--- src/rtl/core/least_squares_slope_window_core_defines.svh ---
// Assertion macros for the slope window core
`ifndef LEAST_SQUARES_SLOPE_WINDOW_CORE_DEFINES_SVH
`define LEAST_SQUARES_SLOPE_WINDOW_CORE_DEFINES_SVH

`ifndef ASSERT_OFF
`define LSSW_ASSERT_IMP(lbl, clk, rst_n, pre, post) \
    lbl: assert property (@(posedge clk) disable iff (!rst_n) (pre) |-> (post)) \
        else $error("lssw: check failed");
`define LSSW_ASSERT_NXT(lbl, clk, rst_n, pre, post) \
    lbl: assert property (@(posedge clk) disable iff (!rst_n) (pre) |=> (post)) \
        else $error("lssw: check failed");
`else
`define LSSW_ASSERT_IMP(lbl, clk, rst_n, pre, post)
`define LSSW_ASSERT_NXT(lbl, clk, rst_n, pre, post)
`endif

`endif

--- src/rtl/core/lssw_pkg.sv ---
`default_nettype none

package lssw_pkg;

    localparam int MAX_HALF    = 31;
    localparam int SAMPLE_BITS = 16;
    localparam int WIN_DEPTH   = 2 * MAX_HALF + 1;
    localparam int ADDR_W      = $clog2(WIN_DEPTH);
    localparam int MEM_DEPTH   = 2 ** ADDR_W;
    localparam int FILL_W      = $clog2(WIN_DEPTH + 1);
    localparam int H_W         = $clog2(MAX_HALF + 1);
    localparam int K_W         = H_W + 2;
    localparam int MUL_W       = SAMPLE_BITS + K_W;
    localparam int WS_W        = SAMPLE_BITS + $clog2(MAX_HALF * (MAX_HALF + 1)) + 1;
    localparam int PS_W        = SAMPLE_BITS + $clog2(WIN_DEPTH + 1);

    localparam int CFG_HALF_W  = 5;
    localparam int SCALE_W     = 32;
    localparam int CFG_DATA_W  = 32;
    localparam int CFG_IDX_W   = 1;
    localparam logic [CFG_IDX_W-1:0] CFG_HALF_WIDTH = 1'b0;
    localparam logic [CFG_IDX_W-1:0] CFG_NORM_SCALE = 1'b1;
    localparam logic [SCALE_W-1:0]   SCALE_RESET    = 32'h8000_0000;

    localparam int SLOPE_W     = 24;
    localparam int FRAC_SHIFT  = 24;
    localparam int PROD_W      = WS_W + SCALE_W;
    localparam int Q_W         = PROD_W + 1 - FRAC_SHIFT;
    localparam longint RND_HALF      = 64'd1 << (FRAC_SHIFT - 1);
    localparam longint SLOPE_NEG_MAG = 64'd1 << (SLOPE_W - 1);
    localparam longint SLOPE_POS_MAX = SLOPE_NEG_MAG - 1;
    localparam logic [SLOPE_W-1:0] SLOPE_MIN_BITS = {1'b1, {(SLOPE_W - 1){1'b0}}};
    localparam logic [SLOPE_W-1:0] SLOPE_MAX_BITS = {1'b0, {(SLOPE_W - 1){1'b1}}};

    typedef struct packed {
        logic [H_W-1:0] h;
        logic           h_dirty;
    } t_win_cfg;

    typedef struct packed {
        logic                   valid;
        logic signed [WS_W-1:0] ws;
        logic                   full;
        logic                   col_end;
    } t_sum_res;

endpackage

`default_nettype wire

--- src/rtl/core/lssw_in_if.sv ---
`default_nettype none

interface lssw_in_if;
    logic                                  valid;
    logic                                  ready;
    logic signed [lssw_pkg::SAMPLE_BITS-1:0] sample;
    logic                                  last_in_column;

    modport source (output valid, output sample, output last_in_column, input ready);
    modport sink (input valid, input sample, input last_in_column, output ready);
endinterface

`default_nettype wire

--- src/rtl/core/lssw_out_if.sv ---
`default_nettype none

interface lssw_out_if;
    logic                                valid;
    logic                                ready;
    logic signed [lssw_pkg::SLOPE_W-1:0] slope;
    logic                                slope_valid;
    logic                                column_end;

    modport source (output valid, output slope, output slope_valid, output column_end,
                    input ready);
    modport sink (input valid, input slope, input slope_valid, input column_end,
                  output ready);
endinterface

`default_nettype wire

--- src/rtl/core/lssw_sum_unit.sv ---
`default_nettype none

module lssw_sum_unit (
    input  wire logic               i_clk,
    input  wire logic               i_rst_n,
    input  wire lssw_pkg::t_win_cfg i_cfg,
    lssw_in_if.sink                 i_in,
    output lssw_pkg::t_sum_res      o_res,
    input  wire logic               i_res_ready
);

    typedef enum logic [1:0] {S_IDLE, S_RUN, S_REC, S_HAND} t_state;

    t_state r_state;

    logic signed [lssw_pkg::SAMPLE_BITS-1:0] r_mem [lssw_pkg::MEM_DEPTH];
    logic signed [lssw_pkg::SAMPLE_BITS-1:0] r_rd;
    logic signed [lssw_pkg::SAMPLE_BITS-1:0] r_x;
    logic signed [lssw_pkg::SAMPLE_BITS-1:0] l_w;
    logic                                    r_last;
    logic                                    r_dirty;
    logic [lssw_pkg::ADDR_W-1:0]             r_wp;
    logic [lssw_pkg::ADDR_W-1:0]             r_jd;
    logic [lssw_pkg::ADDR_W-1:0]             l_rd_addr;
    logic [lssw_pkg::ADDR_W-1:0]             l_two_h;
    logic [lssw_pkg::ADDR_W-1:0]             l_j;
    logic [lssw_pkg::FILL_W-1:0]             r_fill;
    logic [lssw_pkg::FILL_W-1:0]             n_fill;
    logic [lssw_pkg::FILL_W-1:0]             l_len;
    logic signed [lssw_pkg::WS_W-1:0]        r_ws;
    logic signed [lssw_pkg::WS_W-1:0]        n_ws;
    logic signed [lssw_pkg::WS_W-1:0]        r_res_ws;
    logic signed [lssw_pkg::PS_W-1:0]        r_ps;
    logic signed [lssw_pkg::PS_W-1:0]        n_ps;
    logic                                    r_res_full;
    logic                                    r_res_end;
    logic signed [lssw_pkg::K_W-1:0]         l_k;
    logic signed [lssw_pkg::MUL_W-1:0]       l_hx_in;
    logic signed [lssw_pkg::MUL_W-1:0]       l_hx;
    logic signed [lssw_pkg::MUL_W-1:0]       l_h1w;
    logic signed [lssw_pkg::MUL_W-1:0]       l_kw;
    logic                                    l_acc;
    logic                                    l_fin;

    assign i_in.ready    = (r_state == S_IDLE);
    assign l_acc         = (r_state == S_IDLE) && i_in.valid;
    assign o_res.valid   = (r_state == S_HAND);
    assign o_res.ws      = r_res_ws;
    assign o_res.full    = r_res_full;
    assign o_res.col_end = r_res_end;

    always_comb begin
        l_two_h = lssw_pkg::ADDR_W'({i_cfg.h, 1'b0});
        l_len   = lssw_pkg::FILL_W'({i_cfg.h, 1'b1});
        l_j     = (r_state == S_REC) ? r_jd : l_two_h;
        l_w     = (lssw_pkg::FILL_W'(l_j) < r_fill) ? r_rd : '0;

        // newest stored sample sits at r_wp - 1
        if (r_state == S_REC) begin
            l_rd_addr = r_wp - lssw_pkg::ADDR_W'(2) - r_jd;
        end else if (r_dirty) begin
            l_rd_addr = r_wp - lssw_pkg::ADDR_W'(1);
        end else begin
            l_rd_addr = r_wp - lssw_pkg::ADDR_W'(1) - l_two_h;
        end

        l_hx_in = lssw_pkg::MUL_W'($signed({1'b0, i_cfg.h}))
                * lssw_pkg::MUL_W'(i_in.sample);
        l_hx    = lssw_pkg::MUL_W'($signed({1'b0, i_cfg.h})) * lssw_pkg::MUL_W'(r_x);
        l_h1w   = lssw_pkg::MUL_W'($signed({2'b00, i_cfg.h} + lssw_pkg::K_W'(1)))
                * lssw_pkg::MUL_W'(l_w);
        l_k     = $signed(lssw_pkg::K_W'(i_cfg.h) - lssw_pkg::K_W'(1)
                          - lssw_pkg::K_W'(r_jd));
        l_kw    = lssw_pkg::MUL_W'(l_k) * lssw_pkg::MUL_W'(l_w);

        if (r_state == S_REC) begin
            n_ws = r_ws + lssw_pkg::WS_W'(l_kw);
            n_ps = r_ps + lssw_pkg::PS_W'(l_w);
        end else begin
            n_ws = r_ws - lssw_pkg::WS_W'(r_ps) + lssw_pkg::WS_W'(l_hx)
                 + lssw_pkg::WS_W'(l_h1w);
            n_ps = r_ps + lssw_pkg::PS_W'(r_x) - lssw_pkg::PS_W'(l_w);
        end

        n_fill = (r_fill == lssw_pkg::FILL_W'(lssw_pkg::WIN_DEPTH))
               ? r_fill : r_fill + lssw_pkg::FILL_W'(1);
        l_fin  = (r_state == S_RUN)
               || ((r_state == S_REC) && (r_jd == l_two_h - lssw_pkg::ADDR_W'(1)));
    end

    always_ff @(posedge i_clk) begin
        if (l_acc) begin
            r_mem[r_wp] <= i_in.sample;
        end
        r_rd <= r_mem[l_rd_addr];
    end

    always_ff @(posedge i_clk) begin
        if (!i_rst_n) begin
            r_state <= S_IDLE;
            r_ws    <= '0;
            r_ps    <= '0;
            r_fill  <= '0;
            r_wp    <= '0;
            r_dirty <= 1'b0;
        end else begin
            unique case (r_state) inside
                S_IDLE: begin
                    if (i_in.valid) begin
                        r_x    <= i_in.sample;
                        r_last <= i_in.last_in_column;
                        r_jd   <= '0;
                        if (r_dirty) begin
                            r_ws    <= lssw_pkg::WS_W'(l_hx_in);
                            r_ps    <= lssw_pkg::PS_W'(i_in.sample);
                            r_state <= S_REC;
                        end else begin
                            r_state <= S_RUN;
                        end
                    end
                end
                S_RUN, S_REC: begin
                    if (l_fin) begin
                        r_res_ws   <= n_ws;
                        r_res_full <= (n_fill >= l_len);
                        r_res_end  <= r_last;
                        r_wp       <= r_wp + lssw_pkg::ADDR_W'(1);
                        r_dirty    <= 1'b0;
                        r_state    <= S_HAND;
                        // drop the window at the end of a column
                        if (r_last) begin
                            r_ws   <= '0;
                            r_ps   <= '0;
                            r_fill <= '0;
                        end else begin
                            r_ws   <= n_ws;
                            r_ps   <= n_ps;
                            r_fill <= n_fill;
                        end
                    end else begin
                        r_ws <= n_ws;
                        r_ps <= n_ps;
                        r_jd <= r_jd + lssw_pkg::ADDR_W'(1);
                    end
                end
                S_HAND: begin
                    if (i_res_ready) begin
                        r_state <= S_IDLE;
                    end
                end
                default: r_state <= S_IDLE;
            endcase
            if (i_cfg.h_dirty) begin
                r_dirty <= 1'b1;
            end
        end
    end

endmodule

`default_nettype wire

--- src/rtl/core/lssw_scale_unit.sv ---
`default_nettype none

module lssw_scale_unit (
    input  wire logic                         i_clk,
    input  wire logic                         i_rst_n,
    input  wire logic [lssw_pkg::SCALE_W-1:0] i_scale,
    input  wire lssw_pkg::t_sum_res           i_res,
    output logic                              o_res_ready,
    lssw_out_if.source                        o_out
);

    typedef enum logic [1:0] {S_IDLE, S_MUL, S_RND} t_state;

    t_state r_state;

    logic                            r_neg;
    logic                            r_full;
    logic                            r_end;
    logic [lssw_pkg::WS_W-1:0]       r_mag;
    logic [lssw_pkg::PROD_W-1:0]     r_prod;
    logic [lssw_pkg::PROD_W:0]       l_rnd;
    logic [lssw_pkg::Q_W-1:0]        l_q;
    logic [lssw_pkg::SLOPE_W-1:0]    l_slope;
    logic                            l_load;
    logic                            r_ovalid;
    logic [lssw_pkg::SLOPE_W-1:0]    r_slope;
    logic                            r_slope_valid;
    logic                            r_col_end;

    assign o_res_ready       = (r_state == S_IDLE);
    assign o_out.valid       = r_ovalid;
    assign o_out.slope       = r_slope;
    assign o_out.slope_valid = r_slope_valid;
    assign o_out.column_end  = r_col_end;

    always_comb begin
        l_rnd  = {1'b0, r_prod} + (lssw_pkg::PROD_W + 1)'(lssw_pkg::RND_HALF);
        l_q    = l_rnd[lssw_pkg::PROD_W:lssw_pkg::FRAC_SHIFT];
        l_load = (r_state == S_RND) && (!r_ovalid || o_out.ready);
        if (!r_full) begin
            l_slope = '0;
        end else if (r_neg) begin
            l_slope = (l_q > lssw_pkg::Q_W'(lssw_pkg::SLOPE_NEG_MAG))
                    ? lssw_pkg::SLOPE_MIN_BITS
                    : lssw_pkg::SLOPE_W'(0) - l_q[lssw_pkg::SLOPE_W-1:0];
        end else begin
            l_slope = (l_q > lssw_pkg::Q_W'(lssw_pkg::SLOPE_POS_MAX))
                    ? lssw_pkg::SLOPE_MAX_BITS
                    : l_q[lssw_pkg::SLOPE_W-1:0];
        end
    end

    always_ff @(posedge i_clk) begin
        if (!i_rst_n) begin
            r_state  <= S_IDLE;
            r_ovalid <= 1'b0;
        end else begin
            unique case (r_state)
                S_IDLE: begin
                    if (i_res.valid) begin
                        r_neg   <= i_res.ws[lssw_pkg::WS_W-1];
                        r_mag   <= i_res.ws[lssw_pkg::WS_W-1] ? -i_res.ws : i_res.ws;
                        r_full  <= i_res.full;
                        r_end   <= i_res.col_end;
                        r_state <= S_MUL;
                    end
                end
                S_MUL: begin
                    r_prod  <= lssw_pkg::PROD_W'(r_mag) * lssw_pkg::PROD_W'(i_scale);
                    r_state <= S_RND;
                end
                S_RND: begin
                    if (l_load) begin
                        r_state <= S_IDLE;
                    end
                end
                default: r_state <= S_IDLE;
            endcase
            if (l_load) begin
                r_ovalid      <= 1'b1;
                r_slope       <= l_slope;
                r_slope_valid <= r_full;
                r_col_end     <= r_end;
            end else if (o_out.ready) begin
                r_ovalid <= 1'b0;
            end
        end
    end

endmodule

`default_nettype wire

--- src/rtl/core/least_squares_slope_window_core.sv ---
// Path: an accepted sample passes the sum unit (run state, or a full window recompute pass
//   for the first item after a half_width write), the handoff, then the scale unit's
//   multiply and round states, to a registered output while the output is free.
// Flow: a new item is accepted only after the sum unit has handed its result on.
// Reset: synchronous, active low; h returns to 1, scale to 2^31, window to empty.
`default_nettype none
`include "least_squares_slope_window_core_defines.svh"

module least_squares_slope_window_core (
    input  wire logic                            i_clk,
    input  wire logic                            i_rst_n,
    lssw_in_if.sink                              i_in,
    lssw_out_if.source                           o_out,
    input  wire logic                            i_cfg_we,
    input  wire logic [lssw_pkg::CFG_IDX_W-1:0]  i_cfg_idx,
    input  wire logic [lssw_pkg::CFG_DATA_W-1:0] i_cfg_data
);

    logic [lssw_pkg::CFG_HALF_W-1:0] r_half_width;
    logic [lssw_pkg::SCALE_W-1:0]    r_norm_scale;
    logic [lssw_pkg::H_W-1:0]        l_h;
    lssw_pkg::t_win_cfg              l_win_cfg;
    lssw_pkg::t_sum_res              l_res;
    logic                            l_res_ready;

    always_ff @(posedge i_clk) begin
        if (!i_rst_n) begin
            r_half_width <= lssw_pkg::CFG_HALF_W'(1);
            r_norm_scale <= lssw_pkg::SCALE_RESET;
        end else if (i_cfg_we) begin
            unique case (i_cfg_idx)
                lssw_pkg::CFG_HALF_WIDTH:
                    r_half_width <= i_cfg_data[lssw_pkg::CFG_HALF_W-1:0];
                lssw_pkg::CFG_NORM_SCALE:
                    r_norm_scale <= i_cfg_data[lssw_pkg::SCALE_W-1:0];
                default: ;
            endcase
        end
    end

    always_comb begin
        if (r_half_width == '0) begin
            l_h = lssw_pkg::H_W'(1);
        end else if (int'(r_half_width) > lssw_pkg::MAX_HALF) begin
            l_h = lssw_pkg::H_W'(lssw_pkg::MAX_HALF);
        end else begin
            l_h = lssw_pkg::H_W'(r_half_width);
        end
        l_win_cfg.h       = l_h;
        l_win_cfg.h_dirty = i_cfg_we && (i_cfg_idx == lssw_pkg::CFG_HALF_WIDTH);
    end

    lssw_sum_unit u_sum (
        .i_clk       (i_clk),
        .i_rst_n     (i_rst_n),
        .i_cfg       (l_win_cfg),
        .i_in        (i_in),
        .o_res       (l_res),
        .i_res_ready (l_res_ready)
    );

    lssw_scale_unit u_scale (
        .i_clk       (i_clk),
        .i_rst_n     (i_rst_n),
        .i_scale     (r_norm_scale),
        .i_res       (l_res),
        .o_res_ready (l_res_ready),
        .o_out       (o_out)
    );

    `LSSW_ASSERT_NXT(a_busy_after_accept, i_clk, i_rst_n, i_in.valid && i_in.ready, !i_in.ready)
    `LSSW_ASSERT_NXT(a_scale_busy_after_hand, i_clk, i_rst_n, l_res.valid && l_res_ready, !l_res_ready)
    `LSSW_ASSERT_IMP(a_zero_when_not_full, i_clk, i_rst_n, o_out.valid && !o_out.slope_valid, o_out.slope == '0)

endmodule

`default_nettype wire
--- src/flat_wrapper.sv ---
// flat-port wrapper written by rule: the top's interface ports become plain ports
module least_squares_slope_window_core_flat 
  (i_clk, i_rst_n, i_cfg_we, i_cfg_idx, i_cfg_data, i_in_valid, i_in_sample, i_in_last_in_column, i_in_ready, o_out_valid, o_out_slope, o_out_slope_valid, o_out_column_end, o_out_ready);
  lssw_in_if i_in_i ();
  lssw_out_if o_out_i ();
  input  wire logic i_clk;
  input  wire logic i_rst_n;
  input  wire logic i_cfg_we;
  input  wire logic [lssw_pkg::CFG_IDX_W-1:0] i_cfg_idx;
  input  wire logic [lssw_pkg::CFG_DATA_W-1:0] i_cfg_data;
  input wire logic [$bits(i_in_i.valid)-1:0] i_in_valid;
  input wire logic [$bits(i_in_i.sample)-1:0] i_in_sample;
  input wire logic [$bits(i_in_i.last_in_column)-1:0] i_in_last_in_column;
  output wire logic [$bits(i_in_i.ready)-1:0] i_in_ready;
  output wire logic [$bits(o_out_i.valid)-1:0] o_out_valid;
  output wire logic [$bits(o_out_i.slope)-1:0] o_out_slope;
  output wire logic [$bits(o_out_i.slope_valid)-1:0] o_out_slope_valid;
  output wire logic [$bits(o_out_i.column_end)-1:0] o_out_column_end;
  input wire logic [$bits(o_out_i.ready)-1:0] o_out_ready;
  assign i_in_i.valid = i_in_valid;
  assign i_in_i.sample = i_in_sample;
  assign i_in_i.last_in_column = i_in_last_in_column;
  assign i_in_ready = i_in_i.ready;
  assign o_out_valid = o_out_i.valid;
  assign o_out_slope = o_out_i.slope;
  assign o_out_slope_valid = o_out_i.slope_valid;
  assign o_out_column_end = o_out_i.column_end;
  assign o_out_i.ready = o_out_ready;
  least_squares_slope_window_core u_core (.i_clk(i_clk), .i_rst_n(i_rst_n), .i_in(i_in_i), .o_out(o_out_i), .i_cfg_we(i_cfg_we), .i_cfg_idx(i_cfg_idx), .i_cfg_data(i_cfg_data));
endmodule
--- config.mk ---
export PLATFORM = sky130hd
export DESIGN_NAME = least_squares_slope_window_core_flat
export DESIGN_NICKNAME = d
export VERILOG_FILES = /design/src/rtl/core/lssw_pkg.sv /design/src/rtl/core/lssw_in_if.sv /design/src/rtl/core/lssw_out_if.sv /design/src/rtl/core/lssw_sum_unit.sv /design/src/rtl/core/lssw_scale_unit.sv /design/src/rtl/core/least_squares_slope_window_core.sv /design/src/flat_wrapper.sv
export VERILOG_INCLUDE_DIRS = /design/src /design/src/rtl/core
export SDC_FILE = /design/constraint.sdc
export NUM_CORES = 2
export LEC_CHECK = 0
export BUFFER_PORTS_ARGS = -buffer_cell sky130_fd_sc_hd__buf_4
export CAP_MARGIN = 40
export CORE_ASPECT_RATIO = 1.1
export CORE_MARGIN = 1.5
export CORE_UTILIZATION = 27
export CTS_CLUSTER_DIAMETER = 150
export DETAILED_ROUTE_END_ITERATION = 12
export SYNTH_ARGS = -nofsm -noshare
export SYNTH_HDL_FRONTEND = slang
export SYNTH_SLANG_ARGS = --single-unit
--- constraint.sdc ---
create_clock -name i_clk -period 13.3 [get_ports i_clk]
set_clock_uncertainty 0.2 [all_clocks]
set_input_delay 0.665 -clock i_clk [delete_from_list [all_inputs] [get_ports i_clk]]
set_output_delay 0.665 -clock i_clk [all_outputs]
set_load 0.005 [all_outputs]
Word-level counts from Yosys, hierarchy flattened
Memories as Yosys holds them, arrays and structs flattened. A register that Yosys moved wholly into a read port is not among the register bits.
Cells that the tools add are included.

cells by class
  multiplexer cells = 41
  reductions and logical operators = 28
  add/sub/neg operators = 21
  equal/unequal tests = 14
  bitwise gates (word level) = 1
  order comparisons = 4
  multipliers = 5

operator list
  cell                                                   count
  two-way mux 27 bit                                     5
  two-way mux 22 bit                                     5
  two-way mux 24 bit                                     3
  adder 59 x 24 -> 60 bit (second input constant)        1
  multiplier 27 x 32 -> 59 bit                           1
  adder 27 x 23 -> 27 bit                                2
  case mux 27 bit (2 select lines)                       1
  multiplier 7 x 16 -> 23 bit                            2
  adder 22 x 16 -> 22 bit                                2
  multiplier 6 x 16 -> 22 bit                            2
  case mux 22 bit (2 select lines)                       1
  two-way mux 6 bit                                      7
  > comparator 36 x 23 -> 1 bit (second input constant)  1
  > comparator 36 x 24 -> 1 bit (second input constant)  1
  adder 27 x 22 -> 27 bit                                1
  negation 27 bit                                        1
  subtractor 27 x 22 -> 27 bit                           1
  two-way mux 26 bit                                     1
  subtractor 1 x 24 -> 24 bit (first input constant)     1
  subtractor 22 x 16 -> 22 bit                           1
  adder 6 x 1 -> 6 bit (second input constant)           3
  two-way mux 16 bit                                     1
  AND reduction 3 bit                                    5
  AND reduction 2 bit                                    7
  28 further kinds                                       58

storage, ports and cells
  bits in registers = 271
  logic and storage cells = 140
  input port bits = 55
  memories kept = 1
  bits in writable memories = 1,024

memories
  name                depth  bits a word  rd ports  clocked after memory_dff  wr ports  line                 text
  u_core.u_sum.r_mem  64     16           1         1                         1         lssw_sum_unit.sv:16  logic signed [lssw_pkg::SAMPLE_BITS-1:0] r_mem [lssw_pkg::MEM_DEPTH];

Logic depth before layout (Yosys ltp)
  depth in word-level cells = 11
  gate-level depth with buffers = 39
  depth with buffers taken out = 33

Cells and area by module
A second synthesis with hierarchy kept.

second synthesis, totals
  cell total of the unflattened synthesis = 8,394
  area, all modules = 98,678.4 um2

modules (own cells, without submodules)
  module                           seq. area each (um2)  times used  cells an instance  area an instance (um2)
  lssw_sum_unit                    33,912.5              1           4,675              64,999.8
  lssw_scale_unit                  2,822.7               1           3,548              32,213.4
  least_squares_slope_window_core  740.7                 1           171                1,465.2

Least setup slack after synthesis
No wires, ideal clock.

  kind = register to register
  from = reg u_core.u_sum.r_state[0]
  to = reg u_core.u_sum.r_ws[25] (netlist bit)
  library setup time = 119 ps
  slack = 3,414 ps
  arrival = 9,567 ps
  cell stages (with the launch flop) = 35
  cell sequence = dfxtp_1 inv_1 ha_1 clkbuf_1 clkbuf_1 clkbuf_1 clkbuf_1 clkbuf_1 o21ai_0 ha_1 and3_1 o21a_1 nor3_1 nand2_1 clkbuf_1 inv_1 nand2_1 fa_1 fa_1 inv_1 fa_1 fa_1 fa_1 fa_1 ha_1 and3_1 a221o_1 a211o_1 a211oi_1 a31oi_1 a221oi_1 xnor2_1 mux2i_1 a21oi_1 o221a_2

between the ends
  cells in the longest elaborated chain, start to end = 10

ends and longest elaborated chain
  item                                            line                                                           text
  start, declared                                 lssw_sum_unit.sv:14                                            t_state r_state;
  start signal, assigned                          lssw_sum_unit.sv:100                                           r_state <= S_IDLE;
  start signal, assigned                          lssw_sum_unit.sv:116                                           r_state <= S_REC;
  start signal, assigned                          lssw_sum_unit.sv:118                                           r_state <= S_RUN;
  equality test 2 bit                             lssw_sum_unit.sv:55, lssw_sum_unit.sv:76, lssw_sum_unit.sv:88
  two-way mux 6 bit                               lssw_sum_unit.sv:55                                            l_j = (r_state == S_REC) ? r_jd : l_two_h;
  less-than comparator 6 bit                      lssw_sum_unit.sv:56                                            l_w = (lssw_pkg::FILL_W'(l_j) < r_fill) ? r_rd : '0;
  two-way mux 16 bit                              lssw_sum_unit.sv:56
  multiplier 7 x 16 -> 23 bit (on tied branches)  lssw_sum_unit.sv:71, lssw_sum_unit.sv:74
  adder 27 x 23 -> 27 bit (on tied branches)      lssw_sum_unit.sv:81, lssw_sum_unit.sv:77
  two-way mux 27 bit                              lssw_sum_unit.sv:76                                            if (r_state == S_REC) begin
  two-way mux 27 bit                              lssw_sum_unit.sv:131                                           if (r_last) begin
  two-way mux 27 bit                              lssw_sum_unit.sv:123                                           if (l_fin) begin
  case mux 27 bit (2 select lines)                lssw_sum_unit.sv:107                                           unique case (r_state) inside
  end signal, assigned                            lssw_sum_unit.sv:114                                           r_ws <= lssw_pkg::WS_W'(l_hx_in);
  end signal, assigned                            lssw_sum_unit.sv:136                                           r_ws <= n_ws;
  end signal, assigned                            lssw_sum_unit.sv:141                                           r_ws <= n_ws;
  end, declared                                   lssw_sum_unit.sv:30                                            logic signed [lssw_pkg::WS_W-1:0] r_ws;

Several ways; a longest one is shown, not always the timed one.
A chain may end at the register's enable or synchronous reset.

Final worst setup path
Ends and elaborated chain as after synthesis.

==> results.md <==
- The setup slack on the worst flop-to-flop path is 3090 ps.
- The worst min-delay path endpoint is u_core.u_sum.r_mem[35][11].
- The Yosys step of the flow raised 0 warnings.
- The worst hold path begins at i_in_sample[11].
- The worst setup path is launched from a flip-flop.
- The delay contributed by the slowest stage of the critical path is 680 ps.
- The total congestion overflow is 0.
- The proportion of synthesized chip area in sequential cells is 38.5%.
- Adding up every negative setup slack in the final design gives 0 ps.
- Setup repair after global routing left no endpoint under its margin.
- The initial utilization of the core area, before any placement, comes to 27.1%.
- The number of port buffers is between 80 and 90.
- For the worst setup path, the data required time is 13,810 ps.
- The area share of the largest cell type after synthesis is 36.0%.
- The via count of the first global-routing pass came to 65,800.
- The signal arrival time at the worst endpoint is between 10,000 and 15,000 ps.
- The number of setup violations in the final report is 0.
- The number of design-rule violations left by the first detailed-router iteration is 5,085.
- The final net count is 10,100.
- The post-route clock period utilization is 76.7%.
- The fraction of registers with async set or reset after synthesis is 0%.
- The maximum frequency from static timing analysis is 0.0980 GHz.
- For the pin with the worst max-slew slack, the measured transition is 979 ps.
- The instance count along the most critical hold path is 1.
- The dominant register cell in the synthesized netlist is sky130_fd_sc_hd__edfxtp_1.
- For the worst-skew pair, the clock arrives at the later sink with an insertion delay of 840 ps.
- In this run, CTS created clock tree buffers numbering 145.
- The worst reg2reg path depth is 31.
- The number of placement rows is 231.
- The destination of the worst register-to-register timing path is u_core.u_sum.r_ws[25].
- The area of the mapped netlist is 0.0974 sq mm.
- The class of the worst hold path is in2reg.
- The final weighted congestion in routability-driven placement is a little under 0.9.
- The number of antenna diodes in the final layout is 0.
- The total count of hold-check failures in the final report is 0.
- The biggest fanout along the worst timing path is 48.
- The most numerous cell type found on the critical path is sky130_fd_sc_hd__fa_1.
- The origin of the critical flop-to-flop path is u_core.u_sum.r_state[0].
- The worst path needs roughly 10,000 ps of the cycle, external delays included.
- The cell at the root of the clock tree is sky130_fd_sc_hd__clkbuf_16.
- During I/O placement, the number of pins put on the boundary was 83.
- Max-cap violations in this run came to 0.
- The kind of capture point of the worst setup path is a flip-flop.
- The core outline area is 0.360 sq mm.
- Cells with a size suffix above 1 make up 10.0% of the layout.
- The layout has 36,400 filler cells.
- Ranked by total cell area, the synthesized netlist is headed by sky130_fd_sc_hd__edfxtp_1 36%, sky130_fd_sc_hd__fa_1 24%, sky130_fd_sc_hd__ha_1 6.0%.
- Wires add up to 270,000 um.
- Across the VDD grid, the largest voltage drop is 349 uV.
- The standby leakage power is 43.7 nW.
- Hold repair after CTS inserted 38 buffers.
- Compared with the post-synthesis result, the final layout area differs by 12.4%.
- The run finished with clean final reports.
- For this block, the via count after detailed routing is 63,100.
- The clock drives 1,288 sinks.
- The average cell area after synthesis is 11.7 sq um.
- The via density per instance is roughly 4.8.
- The number of setup buffers added after CTS is 0.
- Counting along the longest clock path gives a buffer depth of 4.
- Synthesis instantiated 83 different standard cells from the library.
- The register clock-pin slew on the reported worst setup and hold paths is roughly 70 ps.
- The initial antenna violation count was 6.
- For this design, the slowest cell found on the critical path is sky130_fd_sc_hd__inv_1.
- The H-tree was split into 4 levels.
- Counting flops and latches in the post-synthesis netlist gives around 1,300.
- The library cell with the largest summed area after synthesis is sky130_fd_sc_hd__edfxtp_1.
- The count of antenna-violating nets left after detailed routing is 0.
- The half-perimeter wire length after placement is between 150,000 and 200,000 um.
- The global router's overall resource usage is 14.7%.
- The number of max-slew violations in the final report is 0.
- The kind of critical path is reg2reg.
- Synthesis produced a netlist with a net count of 10,000.
- In this run the power density over the cells is 269 mW/mm^2.
- In this run the tightest slew margin relative to its limit is 34.3%.
- The flip-flop and latch area is 0.0375 sq mm.
- The floorplan step set the die width to between 500 and 600 um.
- The maximum number of pins on one net before global-route repair is between 100 and 150.
- Hold is met by 82.2 ps.
- The final routed wire length divided by cell count is 20.3 um.
- From bottom edge to top edge, the die measures 633 um.
- The number of enable flip-flop cells after synthesis is 1,168.
- The multi-input combinational cells in the finished layout cover a total of 0.0535 sq mm.
- The first global-routing pass estimated 409,000 um of wire.
- The first detailed-routing pass took 8 iterations.
- Counting every instance in the synthesized netlist gives 8,322.
- The area of the die is 0.364 sq mm.
- TritonCTS built the clock tree.
- In the routed design, unresolved DRC markers number 0.
- The post-CTS resize count is 0.
==> state kept, by name, indices dropped and copies added (netlist names), 2 cells and up <==
name / count
u_core.u_sum.r_mem: 1024
u_core.u_scale.r_prod: 36
u_core.r_norm_scale: 32
u_core.u_scale.r_mag: 27
u_core.u_sum.r_res_ws: 27
u_core.u_sum.r_ws: 27
u_core.u_scale.o_out.slope: 24
u_core.u_sum.r_ps: 22
u_core.u_sum.r_rd: 16
u_core.u_sum.r_x: 16
u_core.u_sum.r_fill: 6
u_core.u_sum.r_jd: 6
u_core.u_sum.r_wp: 6
u_core.r_half_width: 5
u_core.u_scale.r_state: 2
u_core.u_sum.r_state: 2
==> power by group <==
part	internal, mW	leakage [nW]	switching (mW)
Combinational	8.08	29.9	12.1
Sequential	4.93	11.5	0.200
Clock	2.36	2.30	1.72
Total	15.4	43.7	14.0
==> stage by stage <==
| stage | power (mW) | setup WS [ps] | std cells | util (%) | area [sq um] |
|---|---|---|---|---|---|
| detailed placement | 25.3 | 3000 | 13000 | 29.0 | 104000 |
| finish | 29.4 | 3090 | 13300 | 30.4 | 109000 |
| floorplan | 19.7 | 3410 | 8322 | - | 97400 |
| global placement | 25.0 | 2720 | 12900 | 28.9 | 104000 |
| global route | 32.0 | 2430 | 13300 | 30.4 | 109000 |
| CTS | 29.5 | 3060 | 13300 | 30.4 | 109000 |
==> worst max path at each step <==
stage	from	to	slack (ps)	cells after the start
after floorplan	u_core.u_sum.r_state[0]	u_core.u_sum.r_ws[25]	3410	34
after global placement	u_core.r_half_width[3]	u_core.u_sum.r_ws[25]	2720	28
after detailed placement	u_core.u_sum.r_state[0]	u_core.u_sum.r_ws[25]	3000	31
after CTS	u_core.u_sum.r_state[0]	u_core.u_sum.r_ws[25]	3060	31
after global routing	u_core.u_sum.r_state[0]	u_core.u_sum.r_ws[26]	2430	34
final	u_core.u_sum.r_state[0]	u_core.u_sum.r_ws[25]	3090	31
==> logic make-up after synthesis <==
kind of cell | share of synthesized area (%)
buffers and inverters | 6.83
adders and majority gates | 29.9
muxes | 6.49
and+or+nand+nor | 10.1
other | 0.00385
xor gates and xnor gates | 2.06
AOI/OAI and AO/OA | 6.07
DFF | 38.5
==> synthesized netlist by cell type, drive strengths merged, types with 33 or more instances <==
library cell	number
mux4	256
edfxtp	1168
nor2b	54
dfxtp	120
xor2	66
mux2i	49
buf	65
and2	283
clkbuf	350
nor3	56
and3	39
nor2	482
fa	1166
a221oi	33
inv	1344
a21o	93
a21oi	275
a211oi	131
ha	464
o21ai	137
xnor2	163
a31oi	38
nand3	75
nand2	1041
==> worst max-delay path: cells and delay by family (launching register included) <==
family / cells / cell delay, ps
muxes: 1 / 170
AOI/OAI and AO/OA: 9 / 1870
and+or+nand+nor: 6 / 1450
adders and majority gates: 9 / 4230
xor gates and xnor gates: 1 / 100
buffers and inverters: 5 / 1730
DFF: 1 / 340
==> metal layers <==
metal  global-route usage (%)  part of all wire [%]  wire length [um]
met5                        0                 0.029                78
met4                     4.83                   3.4              9060
met3                     2.50                   7.0             18900
met2                     25.4                    49            131000
met1                     18.7                    41            111000
==> layout make-up <==
type,count,area share [%]
timing repair buffer,325,2.52
sequential,1288,34.2
tap,4776,5.46
clock inverter,82,0.817
multi-input combinational,5270,48.8
clock buffer,172,3.50
inverter,1349,4.63
==> cell usage in the layout (no fill, tap or decap), types with 16 or more instances in the layout <==
cell	count
sky130_fd_sc_hd__a21o_1	92
sky130_fd_sc_hd__dfxtp_1	104
sky130_fd_sc_hd__and2_1	281
sky130_fd_sc_hd__mux2i_1	49
sky130_fd_sc_hd__or3_1	20
sky130_fd_sc_hd__nor3_1	55
sky130_fd_sc_hd__nor2_1	479
sky130_fd_sc_hd__inv_1	1341
sky130_fd_sc_hd__nand2b_1	30
sky130_fd_sc_hd__a311oi_1	25
sky130_fd_sc_hd__clkbuf_16	147
sky130_fd_sc_hd__and3_1	38
sky130_fd_sc_hd__fa_1	1166
sky130_fd_sc_hd__o21a_1	29
sky130_fd_sc_hd__clkbuf_1	19
sky130_fd_sc_hd__buf_4	259
sky130_fd_sc_hd__nand4_1	28
sky130_fd_sc_hd__clkinv_1	25
sky130_fd_sc_hd__dfxtp_2	16
sky130_fd_sc_hd__o21ai_0	131
sky130_fd_sc_hd__nand3_1	75
sky130_fd_sc_hd__a21oi_1	272
sky130_fd_sc_hd__clkinv_2	20
sky130_fd_sc_hd__o21bai_1	24
sky130_fd_sc_hd__o31ai_1	18
sky130_fd_sc_hd__a31oi_1	38
sky130_fd_sc_hd__nand2_1	1040
sky130_fd_sc_hd__ha_1	463
sky130_fd_sc_hd__dlygate4sd3_1	38
sky130_fd_sc_hd__mux4_2	256
sky130_fd_sc_hd__xnor2_1	161
sky130_fd_sc_hd__xor2_1	65
sky130_fd_sc_hd__a211oi_1	131
sky130_fd_sc_hd__edfxtp_1	1168
sky130_fd_sc_hd__a221oi_1	32
sky130_fd_sc_hd__or2_2	23
sky130_fd_sc_hd__nor2b_1	54
(Power assumes the default switching activity.)
